[src/hdl/usb_config_descriptor_parser_assert.svh]
// assertion macros for the configuration descriptor parser
// used by the top level only, no other dependencies
`ifndef USB_CONFIG_DESCRIPTOR_PARSER_ASSERT_SVH
`define USB_CONFIG_DESCRIPTOR_PARSER_ASSERT_SVH

// implication checked on every rising edge outside reset
`define UCDP_ASSERT_IMPL(label, ante, cons, msg) \
	label: assert property (@(posedge clk) disable iff (!arst_n) (ante) |-> (cons)) \
		else $error(msg);

// implication whose consequent is checked in the cycle after the antecedent
`define UCDP_ASSERT_NEXT(label, ante, cons, msg) \
	label: assert property (@(posedge clk) disable iff (!arst_n) (ante) |=> (cons)) \
		else $error(msg);

`endif

[src/hdl/ucdp_pkg.sv]
// shared types and constants for the configuration descriptor parser
// no dependencies
package ucdp_pkg;

	localparam int unsigned MaxInterfacesDef = 8;
	localparam int unsigned MaxEndpointsDef  = 16;

	localparam logic [7:0] TypeIface  = 8'h04;
	localparam logic [7:0] TypeEp     = 8'h05;
	localparam logic [7:0] TypeSsComp = 8'h30;

	localparam logic [10:0] MaxPacketMask = 11'h7FF;

	typedef enum logic [1:0] {
		KIND_IFACE   = 2'd0,
		KIND_EP      = 2'd1,
		KIND_COMP    = 2'd2,
		KIND_SUMMARY = 2'd3
	} kind_t;

	typedef struct packed {
		logic [7:0] data_byte;
		logic       last_byte;
	} in_item_t;

	typedef struct packed {
		logic [1:0]  record_kind;
		logic [3:0]  iface_slot;
		logic [3:0]  endpoint_slot;
		logic [7:0]  field_zero;
		logic [7:0]  field_one;
		logic [7:0]  field_two;
		logic [7:0]  field_three;
		logic [7:0]  field_four;
		logic [10:0] ep_max_size;
		logic        parse_status;
		logic        last_result;
	} out_item_t;

	// front-to-back queue entry: up to two records produced by one byte
	typedef struct packed {
		logic      two;
		out_item_t rec0;
		out_item_t rec1;
	} qent_t;

endpackage

[src/hdl/ucdp_front.sv]
// front part: accepts bytes, walks the descriptor chain, builds records
// depends on ucdp_pkg
module ucdp_front #(
	parameter int unsigned MAX_INTERFACES = ucdp_pkg::MaxInterfacesDef,
	parameter int unsigned MAX_ENDPOINTS  = ucdp_pkg::MaxEndpointsDef
) (
	input  logic               clk,
	input  logic               arst_n,
	input  logic               in_go,
	input  ucdp_pkg::in_item_t in_item,
	output logic               ent_valid,
	output ucdp_pkg::qent_t    ent
);
	localparam int unsigned IW = $clog2(MAX_INTERFACES + 1);
	localparam int unsigned EW = $clog2(MAX_ENDPOINTS + 1);

	logic          halted_q;
	logic [7:0]    off_q, len_q, type_q;
	logic [3:0]    seen_q;
	logic [7:0]    cap_q [6];
	logic [IW-1:0] ift_q;
	logic          have_if_q;
	logic [EW-1:0] ept_q;
	logic          have_ep_q;
	logic [3:0]    ep_slot_q;
	logic [7:0]    cfg_q;

	logic [7:0] b;
	logic       lst, halt_now, fin;
	logic [7:0] len_eff, type_eff;
	logic [7:0] c [6];
	logic       do_if, do_ep, do_cp, if_full;
	ucdp_pkg::out_item_t rd, rs;
	logic [3:0] seen_n;
	logic       bad;

	always_comb begin
		b = in_item.data_byte;
		lst = in_item.last_byte;
		len_eff = (off_q == 8'd0) ? b : len_q;
		type_eff = (off_q == 8'd1) ? b : type_q;
		for (int i = 0; i < 6; i++) begin
			c[i] = (off_q == 8'(i + 2)) ? b : cap_q[i];
		end
		halt_now = !halted_q && off_q == 8'd0 && b == 8'd0;
		fin = !halted_q && !halt_now && ({1'b0, off_q} + 9'd1 >= {1'b0, len_eff});
		if_full = ift_q >= IW'(MAX_INTERFACES);
		do_if = fin && type_eff == ucdp_pkg::TypeIface && len_eff >= 8'd9;
		do_ep = fin && !do_if && have_if_q && type_eff == ucdp_pkg::TypeEp
			&& len_eff >= 8'd7 && ept_q < EW'(MAX_ENDPOINTS);
		do_cp = fin && !do_if && !(have_if_q && type_eff == ucdp_pkg::TypeEp
			&& len_eff >= 8'd7) && have_ep_q && type_eff == ucdp_pkg::TypeSsComp
			&& len_eff >= 8'd6;
		rd = '0;
		if (do_if && !if_full) begin
			rd.record_kind = ucdp_pkg::KIND_IFACE;
			rd.iface_slot = 4'(ift_q);
			rd.field_zero = c[0];
			rd.field_one = c[1];
			rd.field_two = c[3];
			rd.field_three = c[4];
			rd.field_four = c[5];
		end else if (do_ep) begin
			rd.record_kind = ucdp_pkg::KIND_EP;
			rd.iface_slot = 4'(ift_q - IW'(1));
			rd.endpoint_slot = 4'(ept_q);
			rd.field_zero = c[0];
			rd.field_one = c[1];
			rd.field_two = c[4];
			rd.ep_max_size = {c[3][2:0], c[2]} & ucdp_pkg::MaxPacketMask;
		end else if (do_cp) begin
			rd.record_kind = ucdp_pkg::KIND_COMP;
			rd.iface_slot = 4'(ift_q - IW'(1));
			rd.endpoint_slot = ep_slot_q;
			rd.field_zero = c[0];
		end
		seen_n = (seen_q == 4'd15) ? seen_q : seen_q + 4'd1;
		bad = seen_n < 4'd9;
		rs = '0;
		rs.record_kind = ucdp_pkg::KIND_SUMMARY;
		rs.iface_slot = bad ? 4'd0 : 4'(ift_q + IW'(do_if && !if_full));
		rs.field_zero = bad ? 8'd0 : ((seen_q == 4'd5) ? b : cfg_q);
		rs.parse_status = bad;
		rs.last_result = 1'b1;
	end

	always_comb begin
		logic has_rec;
		has_rec = (do_if && !if_full) || do_ep || do_cp;
		ent_valid = in_go && (has_rec || lst);
		ent = '0;
		if (has_rec && lst) begin
			ent.two = 1'b1;
			ent.rec0 = rd;
			ent.rec1 = rs;
		end else if (has_rec) begin
			ent.rec0 = rd;
			ent.rec0.last_result = 1'b1;
		end else begin
			ent.rec0 = rs;
		end
	end

	always_ff @(posedge clk or negedge arst_n) begin
		if (!arst_n) begin
			halted_q <= 1'b0; off_q <= '0; len_q <= '0; type_q <= '0; seen_q <= '0;
			ift_q <= '0; have_if_q <= 1'b0; ept_q <= '0; have_ep_q <= 1'b0;
			ep_slot_q <= '0; cfg_q <= '0;
		end else if (in_go) begin
			if (lst) begin
				halted_q <= 1'b0; off_q <= '0; len_q <= '0; type_q <= '0; seen_q <= '0;
				ift_q <= '0; have_if_q <= 1'b0; ept_q <= '0; have_ep_q <= 1'b0;
				ep_slot_q <= '0; cfg_q <= '0;
			end else begin
				seen_q <= seen_n;
				if (seen_q == 4'd5) cfg_q <= b;
				if (!halted_q) begin
					if (off_q == 8'd0) len_q <= b;
					if (off_q == 8'd1) type_q <= b;
					if (halt_now || (do_if && if_full)) halted_q <= 1'b1;
					if (fin) off_q <= '0;
					else if (!halt_now) off_q <= off_q + 8'd1;
					if (do_if && !if_full) begin
						ift_q <= ift_q + IW'(1);
						have_if_q <= 1'b1;
						ept_q <= '0;
						have_ep_q <= 1'b0;
					end else if (do_ep) begin
						ep_slot_q <= 4'(ept_q);
						have_ep_q <= 1'b1;
						ept_q <= ept_q + EW'(1);
					end
				end
			end
		end
	end

	always_ff @(posedge clk) begin
		if (in_go && !halted_q) begin
			for (int i = 0; i < 6; i++) begin
				if (off_q == 8'(i + 2)) cap_q[i] <= b;
			end
		end
	end

endmodule

[src/hdl/ucdp_queue.sv]
// two-entry queue between front and back parts
// depends on ucdp_pkg
module ucdp_queue (
	input  logic            clk,
	input  logic            arst_n,
	input  logic            wr,
	input  ucdp_pkg::qent_t wr_data,
	input  logic            rd,
	output logic            not_empty,
	output logic            full,
	output ucdp_pkg::qent_t rd_data
);
	ucdp_pkg::qent_t mem_q [2];
	logic            wp_q, rp_q;
	logic [1:0]      cnt_q;

	assign not_empty = cnt_q != 2'd0;
	assign full = cnt_q == 2'd2;
	assign rd_data = mem_q[rp_q];

	always_ff @(posedge clk or negedge arst_n) begin
		if (!arst_n) begin
			wp_q <= 1'b0;
			rp_q <= 1'b0;
			cnt_q <= '0;
		end else begin
			if (wr) wp_q <= ~wp_q;
			if (rd) rp_q <= ~rp_q;
			cnt_q <= cnt_q + 2'(wr) - 2'(rd);
		end
	end

	always_ff @(posedge clk) begin
		if (wr) mem_q[wp_q] <= wr_data;
	end

endmodule

[src/hdl/ucdp_back.sv]
// back part: unpacks queue entries into single record transfers
// depends on ucdp_pkg
module ucdp_back (
	input  logic                clk,
	input  logic                arst_n,
	input  logic                q_ne,
	input  ucdp_pkg::qent_t     q_data,
	output logic                q_rd,
	output logic                valid,
	input  logic                stall,
	output ucdp_pkg::out_item_t item
);
	logic sel_q;

	assign valid = q_ne;
	assign item = sel_q ? q_data.rec1 : q_data.rec0;
	assign q_rd = q_ne && !stall && (sel_q || !q_data.two);

	always_ff @(posedge clk or negedge arst_n) begin
		if (!arst_n) begin
			sel_q <= 1'b0;
		end else if (q_ne && !stall) begin
			sel_q <= !sel_q && q_data.two;
		end
	end

endmodule

[src/hdl/usb_config_descriptor_parser.sv]
// top level of the usb configuration descriptor parser
// depends on ucdp_pkg, ucdp_front, ucdp_queue, ucdp_back and the assert header
//
// usage
// - in channel: one descriptor buffer byte per transfer, last_byte marks the end
// - out channel: interface, endpoint, companion and summary records
// - a byte causes up to two records; the last record of a byte has last_result
// - a record is written into the queue as its byte is taken and offered from the queue head
// - throughput: one byte per cycle while the out side keeps up; a byte that
//   makes two records needs two out transfers, set by the single out port
// - the front parses and pushes into a two-entry queue; in stall is raised
//   only when the queue is full, so bytes keep flowing while a record waits
// - out stall holds the current record steady; nothing is dropped
// - reset clears the parse state, but not the captured descriptor bytes, and empties the queue
// - after the last byte the parser rearms for a fresh buffer at once
`include "usb_config_descriptor_parser_assert.svh"

module usb_config_descriptor_parser #(
	parameter int unsigned MAX_INTERFACES = ucdp_pkg::MaxInterfacesDef,
	parameter int unsigned MAX_ENDPOINTS  = ucdp_pkg::MaxEndpointsDef
) (
	input  logic                clk,
	input  logic                arst_n,
	input  logic                in_valid,
	output logic                in_stall,
	input  ucdp_pkg::in_item_t  in_item,
	output logic                out_valid,
	input  logic                out_stall,
	output ucdp_pkg::out_item_t out_item
);
	logic            in_go;
	logic            ent_valid;
	ucdp_pkg::qent_t ent;
	logic            q_ne, q_full, q_rd;
	ucdp_pkg::qent_t q_data;

	// stall whenever the queue cannot take a full entry
	assign in_stall = q_full;
	assign in_go = in_valid && !in_stall;

	ucdp_front #(
		.MAX_INTERFACES(MAX_INTERFACES),
		.MAX_ENDPOINTS (MAX_ENDPOINTS)
	) u_front (
		.clk      (clk),
		.arst_n   (arst_n),
		.in_go    (in_go),
		.in_item  (in_item),
		.ent_valid(ent_valid),
		.ent      (ent)
	);

	ucdp_queue u_queue (
		.clk      (clk),
		.arst_n   (arst_n),
		.wr       (ent_valid),
		.wr_data  (ent),
		.rd       (q_rd),
		.not_empty(q_ne),
		.full     (q_full),
		.rd_data  (q_data)
	);

	ucdp_back u_back (
		.clk   (clk),
		.arst_n(arst_n),
		.q_ne  (q_ne),
		.q_data(q_data),
		.q_rd  (q_rd),
		.valid (out_valid),
		.stall (out_stall),
		.item  (out_item)
	);

	`UCDP_ASSERT_IMPL(a_no_overflow, ent_valid, !q_full, "queue write while full")
	`UCDP_ASSERT_IMPL(a_summary_last, out_valid && out_item.record_kind == ucdp_pkg::KIND_SUMMARY,
		out_item.last_result, "summary record without last_result")
	`UCDP_ASSERT_NEXT(a_last_empty, in_go && in_item.last_byte, out_valid,
		"no record after last byte")

endmodule

[config.mk]
export PLATFORM = sky130hd
export DESIGN_NAME = usb_config_descriptor_parser
export DESIGN_NICKNAME = d
export VERILOG_FILES = /design/src/hdl/ucdp_pkg.sv /design/src/hdl/ucdp_front.sv /design/src/hdl/ucdp_queue.sv /design/src/hdl/ucdp_back.sv /design/src/hdl/usb_config_descriptor_parser.sv
export VERILOG_INCLUDE_DIRS = /design/src /design/src/hdl
export SDC_FILE = /design/constraint.sdc
export NUM_CORES = 1
export LEC_CHECK = 0
export ABC_AREA = 1
export BUFFER_PORTS_ARGS = -buffer_cell sky130_fd_sc_hd__buf_4
export CAP_MARGIN = 20
export CORE_MARGIN = 4
export CORE_UTILIZATION = 40
export DETAILED_ROUTE_END_ITERATION = 10
export PLACE_DENSITY_LB_ADDON = 0.08
export SLEW_MARGIN = 20
export SYNTH_ARGS = -nofsm -noshare
export SYNTH_HDL_FRONTEND = slang
export SYNTH_SLANG_ARGS = --single-unit
export TNS_END_PERCENT = 5
[constraint.sdc]
create_clock -name clk -period 5.9 [get_ports clk]
set_input_delay 0.295 -clock clk [delete_from_list [all_inputs] [get_ports clk]]
set_output_delay 0.295 -clock clk [all_outputs]
set_load 0.05 [all_outputs]
Yosys cells after proc, flatten, opt, wreduce, memory -nomap -nowiden

Memories as Yosys holds them, arrays and structs flattened.
Cells that the tools add are included.

Register bits after elaboration: 57
Bits in latches: 0
Memory bits (writable): 302
ROM bits: 0
Input bits: 13
Logic and storage cells: 199
Memories kept: 2

$add $sub $neg: 9
$mul: 0
Div/mod/pow operators: 0
Magnitude comparators: 7
Equal/unequal tests: 16
Shift operators: 0
Mux-type cells: 92
Bitwise logic cells: 2
Reductions and logical operators: 56

Memory list:

| name          | depth | bits a word | rd ports | clocked after Yosys merged registers in | write ports | RTL line         | source |
|---|---|---|---|---|---|---|---|
| u_queue.mem_q | 2     | 127         | 1        | 0                                       | 1           | ucdp_queue.sv:13 | `ucdp_pkg::qent_t mem_q [2];` |
| u_front.cap_q | 6     | 8           | 6        | 0                                       | 1           | ucdp_front.sv:20 | `logic [7:0] cap_q [6];` |

Operators by type and width:

| cell                  | count |
|---|---|
| $mux W63              | 4 |
| $mux W8               | 24 |
| $eq A8 B3 Y1 const B  | 6 |
| $mux W4               | 11 |
| $reduce_or A8 Y1      | 5 |
| $mux W1               | 36 |
| $mux W18              | 2 |
| $mux W16              | 2 |
| $logic_and A1 B1 Y1   | 26 |
| $mux W24              | 1 |
| $mux W11              | 2 |
| $mux W5               | 4 |
| $eq A8 B2 Y1 const B  | 2 |
| $ge A8 B3 Y1 const B  | 2 |
| $logic_not A8 Y1      | 2 |
| $mux W3               | 5 |
| $add A8 B1 Y9 const B | 1 |
| $ge A9 B8 Y1          | 1 |
| $logic_not A1 Y1      | 9 |
| $reduce_and A3 Y1     | 3 |
| $add A4 B1 Y4 const B | 2 |
| $add A8 B1 Y8 const B | 1 |
| $eq A8 B1 Y1 const B  | 1 |
| $eq A8 B6 Y1 const B  | 1 |
| other kinds (21)      | 29 |

Logic depth before layout (Yosys ltp)

Word-level depth: 20
Depth in mapped cells: 25
Depth with buffers taken out: 25

By module

Synthesis repeated with hierarchy kept, for this count alone.

Cells, all modules: 1,680
Area total of the unflattened synthesis: 16,688.5 um^2

Modules (own cells, without submodules):

| module                       | times used | cells an instance | area an instance (um^2) | seq. area each (um^2) |
|---|---|---|---|---|
| ucdp_queue                   | 1          | 688               | 9,569.2                 | 7,727.4 |
| ucdp_front                   | 1          | 775               | 6,227.2                 | 2,742.6 |
| ucdp_back                    | 1          | 215               | 882.1                   | 25.0 |
| usb_config_descriptor_parser | 1          | 2                 | 10.0                    | 0.0 |

Worst setup path after synthesis

Ideal clock, no wire load.

Path kind: flip-flop to flip-flop
From: reg u_front.off_q[0]
To: mem u_queue.mem_q[1][100] in the netlist's numbering (enable)
Setup time: 0.513 ns
Arrival time: 5.740 ns
Path slack: -0.353 ns
Cell stages (with the launch flop): 24
Clock period less this slack: 6.253 ns
Cells stage by stage: dfrtp_1 -> ha_1 -> inv_1 -> nor3_2 -> nand3_1 -> nor2_1 -> inv_1 -> nand2_1 -> inv_1 -> ha_1 -> nand2_1 -> inv_1 -> nand2_1 -> nor2_1 -> nand2_1 -> nor2_1 -> nor2_1 -> nand2_2 -> nand2_1 -> nor2_2 -> nand2_4 -> nand4_1 -> nand2_1 -> nor2_1

Longest elaborated chain between the ends: 20

RTL lines:

| what                                                                   | RTL line          | source |
|---|---|---|
| start: declaration                                                     | ucdp_front.sv:18  | `logic [7:0] off_q, len_q, type_q;` |
| start signal: assignment                                               | ucdp_front.sv:122 | `else if (!halt_now) off_q <= off_q + 8'd1;` |
| parallel branches: the longest is 15 deep, another holds $add A8 B1 Y9 | -                 |  |
| $logic_or A1 B1 Y1 (*)                                                 | ucdp_front.sv:89  | `has_rec = (do_if && !if_full) \|\| do_ep \|\| do_cp;` |
| $logic_or A1 B1 Y1 (*)                                                 | ucdp_front.sv:90  | `ent_valid = in_go && (has_rec \|\| lst);` |
| $logic_and A1 B1 Y1 (*)                                                | ucdp_front.sv:90  |  |
| $mux W1 (*)                                                            | ucdp_queue.sv:34  | `if (wr) mem_q[wp_q] <= wr_data;` |
| $mux W1 (not written as such) (*)                                      | ucdp_queue.sv:34  |  |
| end: declaration                                                       | ucdp_queue.sv:13  |  |

Every way passes the cells marked *.

==> results.json <==
{
  "status": "finished, final reports clean",
  "grt_pass1_wl_mm": 45.95,
  "htree_num_levels": 1,
  "via_per_inst": 5.106,
  "synth_area_leaders": "edfxtp_1 52%, dfrtp_1 12%, nor2_1 6.2%",
  "yosysSeqAreaShare_pct": 63.84,
  "dp_hpwl_mm": 19.63,
  "wl_mm": 30.04,
  "nets": 1236,
  "fin_util_pct": 47.16,
  "area_delta_synth_final_pct": 15.97,
  "switchingPower_mw": 3.054,
  "dieArea_um2": 32140,
  "hp-class": "input port to flip-flop",
  "internal-power_mw": 3.951,
  "synth_top_area_share_pct": 51.69,
  "num-fill-cells": 2701,
  "synth.distinct_cells": 35,
  "diodes": 0,
  "vias": 8225,
  "max_freq_mhz": 230.7,
  "postSynth.asyncResetShare_pct": 22.01,
  "slew_headroom_pct": 45.69,
  "drt_iter0_drc": 735,
  "synthCells": 1131,
  "ir_drop_mv": 0.2307,
  "io_pins": 78,
  "powerDensity_nw_per_um2": 514.7,
  "wl_per_cell_um": 18.64,
  "die_height_um": 179.3,
  "ant_nets": 0,
  "grt_max_degree": 70,
  "grt.total_usage_pct": 18.57,
  "period_needed_ns": 4.335,
  "synth_warnings": 0,
  "grt_pass1_vias": 7870,
  "cts_buffer_depth": 3,
  "synth_common_cells": "202 x edfxtp_1, 193 x nor2_1, 153 x nand2_1, 140 x o21ai_0, 99 x inv_1",
  "drc": 0,
  "required_ns": 6.30,
  "insertion_delay_ns": 0.57,
  "synth.largest_area_cell": "edfxtp_1",
  "layout-drive-gt1-share_pct": 13.61,
  "setup_ws_ns": 1.565,
  "grt_antenna_before_repair": 0,
  "arrival_ns": 4.73,
  "fin_skew_ns": 0.01660,
  "critPathLaunchType": "flip-flop",
  "startpoint": "u_front.off_q[0]",
  "row_count": 62,
  "period_share_pct": 73.47,
  "synth_ff_type": "edfxtp_1",
  "r2r_start": "u_front.off_q[0]",
  "ctsResizeCount": 0,
  "whs_ns": 0.02600,
  "crit_path_end_kind": "flip-flop",
  "switching_share_pct": 43.60,
  "critPathMaxFanout": 30,
  "p_leak_nw": 5.324,
  "tritoncts": "done",
  "p_clk_share_pct": 24.2,
  "power_mw": 7.005,
  "die_x_um": 179.3,
  "min-delay-start": "in_item[1]",
  "clock_sinks": 259,
  "port_buffers": 77,
  "core_area_um2": 28860,
  "cts-root-buf": "clkbuf_16",
  "crit_type": "flip-flop to flip-flop",
  "synthesis.nets": 1163,
  "initial_core_util_pct": 40.67,
  "numCtsBuffers": 30,
  "avgSynthCellArea_um2": 10.38,
  "syn_area_um2": 11740,
  "place_ws_ns": 1.545,
  "dr.pass1.iters": 6,
  "grt_overflow": 0,
  "drv_slew": 0,
  "gp_congestion": 0.8416,
  "synth.most_common_cell": "edfxtp_1",
  "drv_cap": 0,
  "ys_ff_latch": 259,
  "rsz0062_at_grt": "no",
  "p_seq_share_pct": 32.7,
  "tns_ns": 0,
  "cts_setup_buffers": 0,
  "setup_viol": 0,
  "combPwrFrac_pct": 43.0,
  "hold_viol": 0,
  "cts.clk_slew.worst_paths_ns": 0.06,
  "synth_edf_count": 202,
  "tightest_slew_ns": 0.8147
}
[power by group through the flow]
stage                     Clock [mW]  Sequential [mW]  Combinational [mW]
final                           1.70             2.29                3.01
after global routing            1.81             2.31                3.31
after CTS                       1.73             2.30                3.06
after detailed placement           0             2.33                3.05
after global placement             0             2.33                3.05
after floorplan                    0             2.31                2.17
[cell type report]
class	instances	area (um^2)	share of cell area, %
repair buffers	88	690.7	5.075
flip-flops and latches	259	7493	55.06
well taps	384	480.5	3.530
multi-input cells	716	3626	26.64
clock inverters	21	141.4	1.039
inverters	109	411.6	3.025
clock buffers	34	765.7	5.627
[worst paths after layout]
kind | to | slack [ns] | cells past startpoint
max in group asynchronous | u_queue.rp_q | 4.95 | 2
worst min-delay path | u_front.cap_q[4][0] | 0.03 | 1
worst max-delay path | u_queue.mem_q[0][122] | 1.56 | 24
worst max register to register | u_queue.mem_q[0][122] | 1.56 | 24
worst min register to register | u_queue.wp_q | 0.47 | 2
min in group asynchronous | u_back.sel_q | 0.38 | 2
[through the flow]
step | cells | cell area [um^2]
after detailed placement | 1554 | 12680
final | 1611 | 13610
after CTS | 1611 | 13610
after floorplan | 1131 | 11740
after global routing | 1611 | 13610
after global placement | 1554 | 12680
[worst max-delay path, stage by stage, from the launching register on]
cell and delay (ns):
dfrtp_1 0.40, ha_1 0.21, inv_1 0.07, nor3_2 0.23
nand3_1 0.13, nor2_1 0.15, inv_1 0.07, nand2_1 0.08
inv_1 0.04, ha_1 0.29, nand2_1 0.07, inv_1 0.05
a221oi_1 0.26, o21ai_0 0.14, nor2_1 0.13, nand2_2 0.13
nand4_2 0.10, buf_4 0.36, inv_1 0.15, ha_1 0.23
ha_1 0.19, or2_2 0.30, a21oi_1 0.19, nor2_1 0.07
a21oi_1 0.15
[state kept, by name, summed over array words and instances (netlist names), 2 cells and up]
name	flops
u_front.seen_q	4
u_queue.cnt_q	2
u_queue.mem_q	154
u_front.cfg_q	8
u_front.ep_slot_q	4
u_front.off_q	8
u_front.len_q	8
u_front.type_q	8
u_front.ift_q	4
u_front.ept_q	5
u_front.cap_q	48
[layout by cell type, fill, tap and decap left out, types with 8 or more instances in the layout]
master,synthesis,routed
dfrtp_1,57,56
o21ai_0,140,140
inv_1,99,97
nand3_1,41,41
nand4_1,11,11
nand2_1,153,153
nand2_2,11,11
a21oi_1,9,9
clkinv_1,4,18
nor3_1,8,8
ha_1,19,19
nor2_1,193,192
o21ai_1,18,18
buf_4,0,84
xor2_1,12,12
edfxtp_1,202,202
o22ai_1,50,50
clkbuf_16,0,30
a211oi_1,21,21
[per-layer routing]
layer / vias up / GRT usage (%) / part of all wire (%)
met3: 44 / 2.741 / 4.6
met1: 3934 / 27.80 / 49
met5: - / 0 / 0
met2: 193 / 28.79 / 45
met4: 0 / 4.189 / 2.2
li1: 4054 / - / -
[cell families after synthesis]
family,share of synthesized area [%]
AO/OA/AOI/OAI,11.63
flip-flops,63.84
buffers and inverters,5.320
adder cells (fa/ha/maj),2.026
AND/OR/NAND/NOR,16.13
XOR/XNOR,1.045
[repair_timing]
item / in CTS / in global routing
endpoints found under the hold margin: 58 / 0
endpoints found under the setup margin: 0 / 0
hold buffers: 2 / 0
Note: power is estimated with default switching activity, not from simulation.
